===== src/rtl/fast_atan2_degrees_unit_defines.svh =====
// Assertion macros shared by the fast atan2 RTL.
// Depends on nothing; users must have clk and rst in scope.
`ifndef FAST_ATAN2_DEGREES_UNIT_DEFINES_SVH
`define FAST_ATAN2_DEGREES_UNIT_DEFINES_SVH

// Same-cycle implication, disabled during reset
`define FA2D_ASSERT_IMPLY(label, ante, cons, msg) \
  label: assert property (@(posedge clk) disable iff (rst) (ante) |-> (cons)) \
    else $error(msg);

// Next-cycle implication, disabled during reset
`define FA2D_ASSERT_NEXT(label, ante, cons, msg) \
  label: assert property (@(posedge clk) disable iff (rst) (ante) |=> (cons)) \
    else $error(msg);

`endif


===== src/rtl/fa2d_pkg.sv =====
// Shared types and constants of the fast atan2 unit.
// No dependencies.
package fa2d_pkg;

  localparam int COMPONENT_BITS_DEF = 16;
  localparam int FRAC_BITS = 16;
  localparam int Q_BITS = FRAC_BITS + 1;   // quotient incl. the 1.0 bit
  localparam int COEF_W = 24;
  localparam int T_W = 26;                 // polynomial accumulator
  localparam int A_W = 28;                 // signed angle after unfolding
  localparam int AU_W = 27;                // clamped angle
  localparam int OUT_W = 24;
  localparam int CFG_IDX_W = 3;

  typedef enum logic [CFG_IDX_W-1:0] {
    REG_P1    = 3'd0,
    REG_P3    = 3'd1,
    REG_P5    = 3'd2,
    REG_P7    = 3'd3,
    REG_SCALE = 3'd4
  } cfg_reg_t;

  localparam logic signed [COEF_W-1:0] P1_RST = 24'sd3754139;
  localparam logic signed [COEF_W-1:0] P3_RST = -24'sd1223390;
  localparam logic signed [COEF_W-1:0] P5_RST = 24'sd584188;
  localparam logic signed [COEF_W-1:0] P7_RST = -24'sd166443;
  localparam logic [COEF_W-1:0] SCALE_RST = 24'd65536;

  localparam logic signed [A_W-1:0] DEG90  = 28'sd5898240;
  localparam logic signed [A_W-1:0] DEG180 = 28'sd11796480;
  localparam logic signed [A_W-1:0] DEG360 = 28'sd23592960;

  localparam logic [FRAC_BITS-1:0] C_MAX = 16'hFFFF;
  localparam logic [OUT_W-1:0] OUT_MAX = 24'hFFFFFF;

  // Octant info that rides along with each beat
  typedef struct packed {
    logic x_major;
    logic x_neg;
    logic y_neg;
    logic zero;
  } flags_t;

endpackage


===== src/rtl/fa2d_divider.sv =====
// Pipelined restoring divider: floor(lo * 2^16 / hi), one quotient bit a stage.
// Depends on fa2d_pkg and the assertion macro header.
`include "fast_atan2_degrees_unit_defines.svh"
module fa2d_divider #(
  parameter int COMPONENT_BITS = fa2d_pkg::COMPONENT_BITS_DEF
) (
  input  logic                          clk,
  input  logic                          rst,
  input  logic                          adv,
  input  logic                          in_valid,
  input  logic [COMPONENT_BITS-1:0]     lo,
  input  logic [COMPONENT_BITS-1:0]     hi,
  input  fa2d_pkg::flags_t              in_flags,
  output logic                          out_valid,
  output logic [fa2d_pkg::Q_BITS-1:0]   quot,
  output fa2d_pkg::flags_t              out_flags
);

  localparam int NS = fa2d_pkg::Q_BITS;
  localparam int MW = COMPONENT_BITS;

  logic [MW-1:0]               rem_q [NS];
  logic [MW-1:0]               hi_q  [NS];
  logic [NS-1:0]               q_q   [NS];
  fa2d_pkg::flags_t            fl_q  [NS];
  logic [NS-1:0]               vld;

  genvar k;
  generate
    for (k = 0; k < NS; k++) begin : g_stage
      logic [MW:0]       trial;
      logic              geq;
      logic [MW:0]       diff;
      logic [NS-1:0]     q_in;
      logic [MW-1:0]     hi_in;
      fa2d_pkg::flags_t  fl_in;
      logic              v_in;

      // first stage tests the 1.0 bit, later ones shift the remainder
      if (k == 0) begin : g_first
        assign trial = {1'b0, lo};
        assign q_in  = '0;
        assign hi_in = hi;
        assign fl_in = in_flags;
        assign v_in  = in_valid;
      end else begin : g_next
        assign trial = {rem_q[k-1], 1'b0};
        assign q_in  = q_q[k-1];
        assign hi_in = hi_q[k-1];
        assign fl_in = fl_q[k-1];
        assign v_in  = vld[k-1];
      end

      assign geq  = trial >= {1'b0, hi_in};
      assign diff = trial - {1'b0, hi_in};

      always_ff @(posedge clk) begin
        if (rst) begin
          vld[k] <= 1'b0;
        end else if (adv) begin
          vld[k] <= v_in;
        end
      end

      always_ff @(posedge clk) begin
        if (adv) begin
          rem_q[k] <= geq ? diff[MW-1:0] : trial[MW-1:0];
          q_q[k]   <= {q_in[NS-2:0], geq};
          hi_q[k]  <= hi_in;
          fl_q[k]  <= fl_in;
        end
      end
    end
  endgenerate

  assign out_valid = vld[NS-1];
  assign quot      = q_q[NS-1];
  assign out_flags = fl_q[NS-1];

  // remainder must end below the divisor
  `FA2D_ASSERT_IMPLY(a_rem_below, vld[NS-1] && !fl_q[NS-1].zero, rem_q[NS-1] < hi_q[NS-1], "divider remainder not below divisor")
  // zero pair carries a zero remainder
  `FA2D_ASSERT_IMPLY(a_zero_rem, vld[NS-1] && fl_q[NS-1].zero, rem_q[NS-1] == '0, "zero input left a remainder")
  // a beat in the first stage moves on when the pipe advances
  `FA2D_ASSERT_NEXT(a_advance, adv && vld[0] && !rst, vld[1], "divider lost a beat")

endmodule


===== config.mk =====
export PLATFORM = sky130hd
export DESIGN_NAME = fa2d_divider
export DESIGN_NICKNAME = d
export VERILOG_FILES = /design/src/rtl/fa2d_pkg.sv /design/src/rtl/fa2d_divider.sv
export VERILOG_INCLUDE_DIRS = /design/src /design/src/rtl
export SDC_FILE = /design/constraint.sdc
export NUM_CORES = 1
export LEC_CHECK = 0
export BUFFER_PORTS_ARGS = -buffer_cell sky130_fd_sc_hd__clkbuf_2
export CORE_UTILIZATION = 40
export DETAILED_ROUTE_END_ITERATION = 10
export PLACE_DENSITY = 0.63
export SETUP_SLACK_MARGIN = 0.4
export SLEW_MARGIN = 5
export SYNTH_ARGS = -nofsm -noshare
export SYNTH_HDL_FRONTEND = slang
export SYNTH_SLANG_ARGS = --single-unit
export TNS_END_PERCENT = 50

===== constraint.sdc =====
create_clock -name clk -period 3.69 [get_ports clk]
set_clock_uncertainty 0.15 [all_clocks]
set_input_delay 0.738 -clock clk [delete_from_list [all_inputs] [get_ports clk]]
set_output_delay 0.738 -clock clk [all_outputs]
set_load 0.01 [all_outputs]

==> qor.yml <==
worstSkewPairLatency_ns: 0.66
ant_nets: 0
critical_path.max_fanout: 5
ys_seq_elements: 750
hp-start: "in_flags[0]"
rsz0062_at_grt: "true"
synth-compound-area-share: 0.109
dp_hpwl_mm: 52.5
fill_cells: 8460
leakagePower_nw: 17.6
htreeDepth: 3
path_cells: "ha_1, a21oi_4, nor2b_1, or4_1, or3_1, a31oi_4, or2_4, clkinvlp_4, buf_2, mux2_2"
wire_per_inst_um: 15.6
synth_flop_cell: "edfxtp_1"
regToRegSetupSlack_ns: 0.45
hp-class: "in2reg"
cts_hold_buf: 0
syn-cell-area_um2: 38500
antennaDiodeCount: 0
drtIter0Drc: 1543
required_ns: 3.95
finalPower_mw: 36.9
crit_cells: 10
yosysWarnings: 0
powerDensity_nw_per_um2: 842
drv_cap: 0
first_pass_iters: 5
startpoint_type: "register"
yosys.area_share.simple: 0.0956
synth_seq_area_share: 0.580
syn_nets: 3460
grt_pass1_vias: 23046
reg2regPathDepth: 10
path_clk_slew_ns: 0.06
cp_slowest_cell: "or4_1"
antenna_found_initial: 0
drc: 0
synthCells: 3133
finalCritPeriodShare: 0.878
max_freq_ghz: 0.309
min_delay_worst_endpoint: "fl_q[0][0]$_DFFE_PP_"
synth_edf_count: 733
cts_buffers: 83
synth.distinct_cells: 74
floorplan.die_area_um2: 97600
min_path_cells: 1
cts_tree: "yes"
rows: 113
grt_max_degree: 108
slowest_delay_ns: 0.51
cp-end-kind: "register"
grt_util_all_layers: 0.149
drive_gt1_frac: 0.135
fin_crit_ns: 3.24
synthAdderAreaFrac: 0.0963
root_buffer: "clkbuf_16"
clock-sinks: 750
arrival_ns: 3.49
synth.avg_cell_area_um2: 12.3
max_slew_margin: 0.293
clock_path_buffers: 3
hold_viol: 0
setup_viol: 0
peakVddDrop_uv: 399
critical_path_class: "reg2reg"
nets: 3654
grt_overflow: 0
timing.rr.start: "rem_q[0][141]$_DFFE_PP_"
drt_wl_total_mm: 72.6
numPortBuffers: 61
gp_congestion: 0.889
vias: 23605
holdWs_ns: 0.123
cp.buffers_inverters: 2
grt_pass1_wl_mm: 118
io_pins: 62
via_per_inst: 5.07
die_height_um: 312
core_area_um2: 95200
cp_top_family: "simple AND/OR/NAND/NOR gates"
rr_endpoint: "rem_q[0][152]$_DFFE_PP_"
muxShareOfSynthArea: 0.0415
outcome: "finished clean"
timing.setup.tns_ns: 0
die_w_um: 312
synth-xor-area-share: 0.0373
synth_top_family_by_area: "compound AO/OA/AOI/OAI gates"
start_util: 0.405
async_flop_share: 0
maxSlewViolCount: 0
worstMarginPinSlew_ns: 1.05
syn2layout_area_growth_pct: 13.7
[Yosys cell counts, types with 33 or more instances]
library cell,instances,area share
edfxtp_1,733,0.57
nor2_1,182,0.018
o21a_1,34,0.0066
o21ai_0,140,0.018
inv_1,342,0.033
ha_1,271,0.088
nor3_1,73,0.0095
xor2_1,52,0.012
mux2_2,102,0.030
nor2b_1,55,0.0089
nand3_1,50,0.0065
a21o_1,71,0.014
a21oi_1,171,0.022
xnor2_1,112,0.025
nand2_1,211,0.021
or3_1,33,0.0054
nand4_1,42,0.0068
[sequential cells by signal, summed over array words and instances, names as in the netlist]
name	cells
out_valid	1
rem_q	256
q_q	153
hi_q	256
g_stage.v_in	16
fl_q	68
[report_power, final]
group          internal, mW  switching (mW)
combinational          7.39            8.33
clock                  4.45            3.29
sequential             12.3            1.12
[timing repair]
action / in CTS / in global routing
pin swaps: 5 / 7
resized for setup: 10 / 26
endpoints found under the setup margin: 81 / 130
gates cloned: 0 / 2
setup buffers: 12 / 20
[cells in the final DEF, fill, tap and decap left out, drive strengths merged, types with 52 or more instances in the layout]
cell and count:
nor2b 55, nor3 73, ha 271, buf 90, clkbuf 164, a21oi 180
xor2 52, inv 341, xnor2 112, mux2 114, o21ai 141, a21o 71
nor2 182, edfxtp 733, nand2 213
[area by class of cell]
class	instances	area, µm²	area share
multi-input cells	1997	14800	0.338
repair buffers	151	1230	0.0281
inverters	344	1310	0.0300
clock inverters	43	333	0.00759
clock buffers	103	2200	0.0503
flip-flops and latches	750	22400	0.510
well taps	1265	1580	0.0361
[layer usage]
layer  vias up  wire [µm]  global-route usage
li1      11890          -                   -
met1     11158      32200               0.187
met2       427      35700               0.258
met3       130       2700              0.0234
met4         0       2000              0.0568
met5         -          0                   0
[logic make-up after synthesis]
family                   after synthesis
AND/OR/NAND/NOR                      764
flip-flops                           750
AO/OA/AOI/OAI                        638
buffers and inverters                387
adder cells (fa/ha/maj)              287
XOR/XNOR                             164
multiplexers                         143
[worst max path at each step]
stage                     slack [ns]                      end                        from
after floorplan                 0.51  rem_q[0][200]$_DFFE_PP_      hi_q[0][177]$_DFFE_PP_
after global placement          0.10   rem_q[0][14]$_DFFE_PP_                       lo[0]
after detailed placement        0.16   rem_q[0][14]$_DFFE_PP_                       lo[0]
after CTS                       0.33   rem_q[0][53]$_DFFE_PP_  rem_q[0][32]$_SDFFCE_PN0P_
after global routing            0.31   rem_q[0][31]$_DFFE_PP_      rem_q[0][13]$_DFFE_PP_
final                           0.45  rem_q[0][152]$_DFFE_PP_     rem_q[0][141]$_DFFE_PP_
[metrics by stage]
stage	utilization	worst slack (ns)	instances	cell area, µm²
after floorplan	-	0.513	3133	38500
after global placement	0.429	0.104	4473	40800
after detailed placement	0.429	0.163	4473	40800
after CTS	0.457	0.330	4631	43500
after global routing	0.461	0.306	4653	43800
final	0.461	0.451	4653	43800
Note: power is estimated with default switching activity, not from simulation.
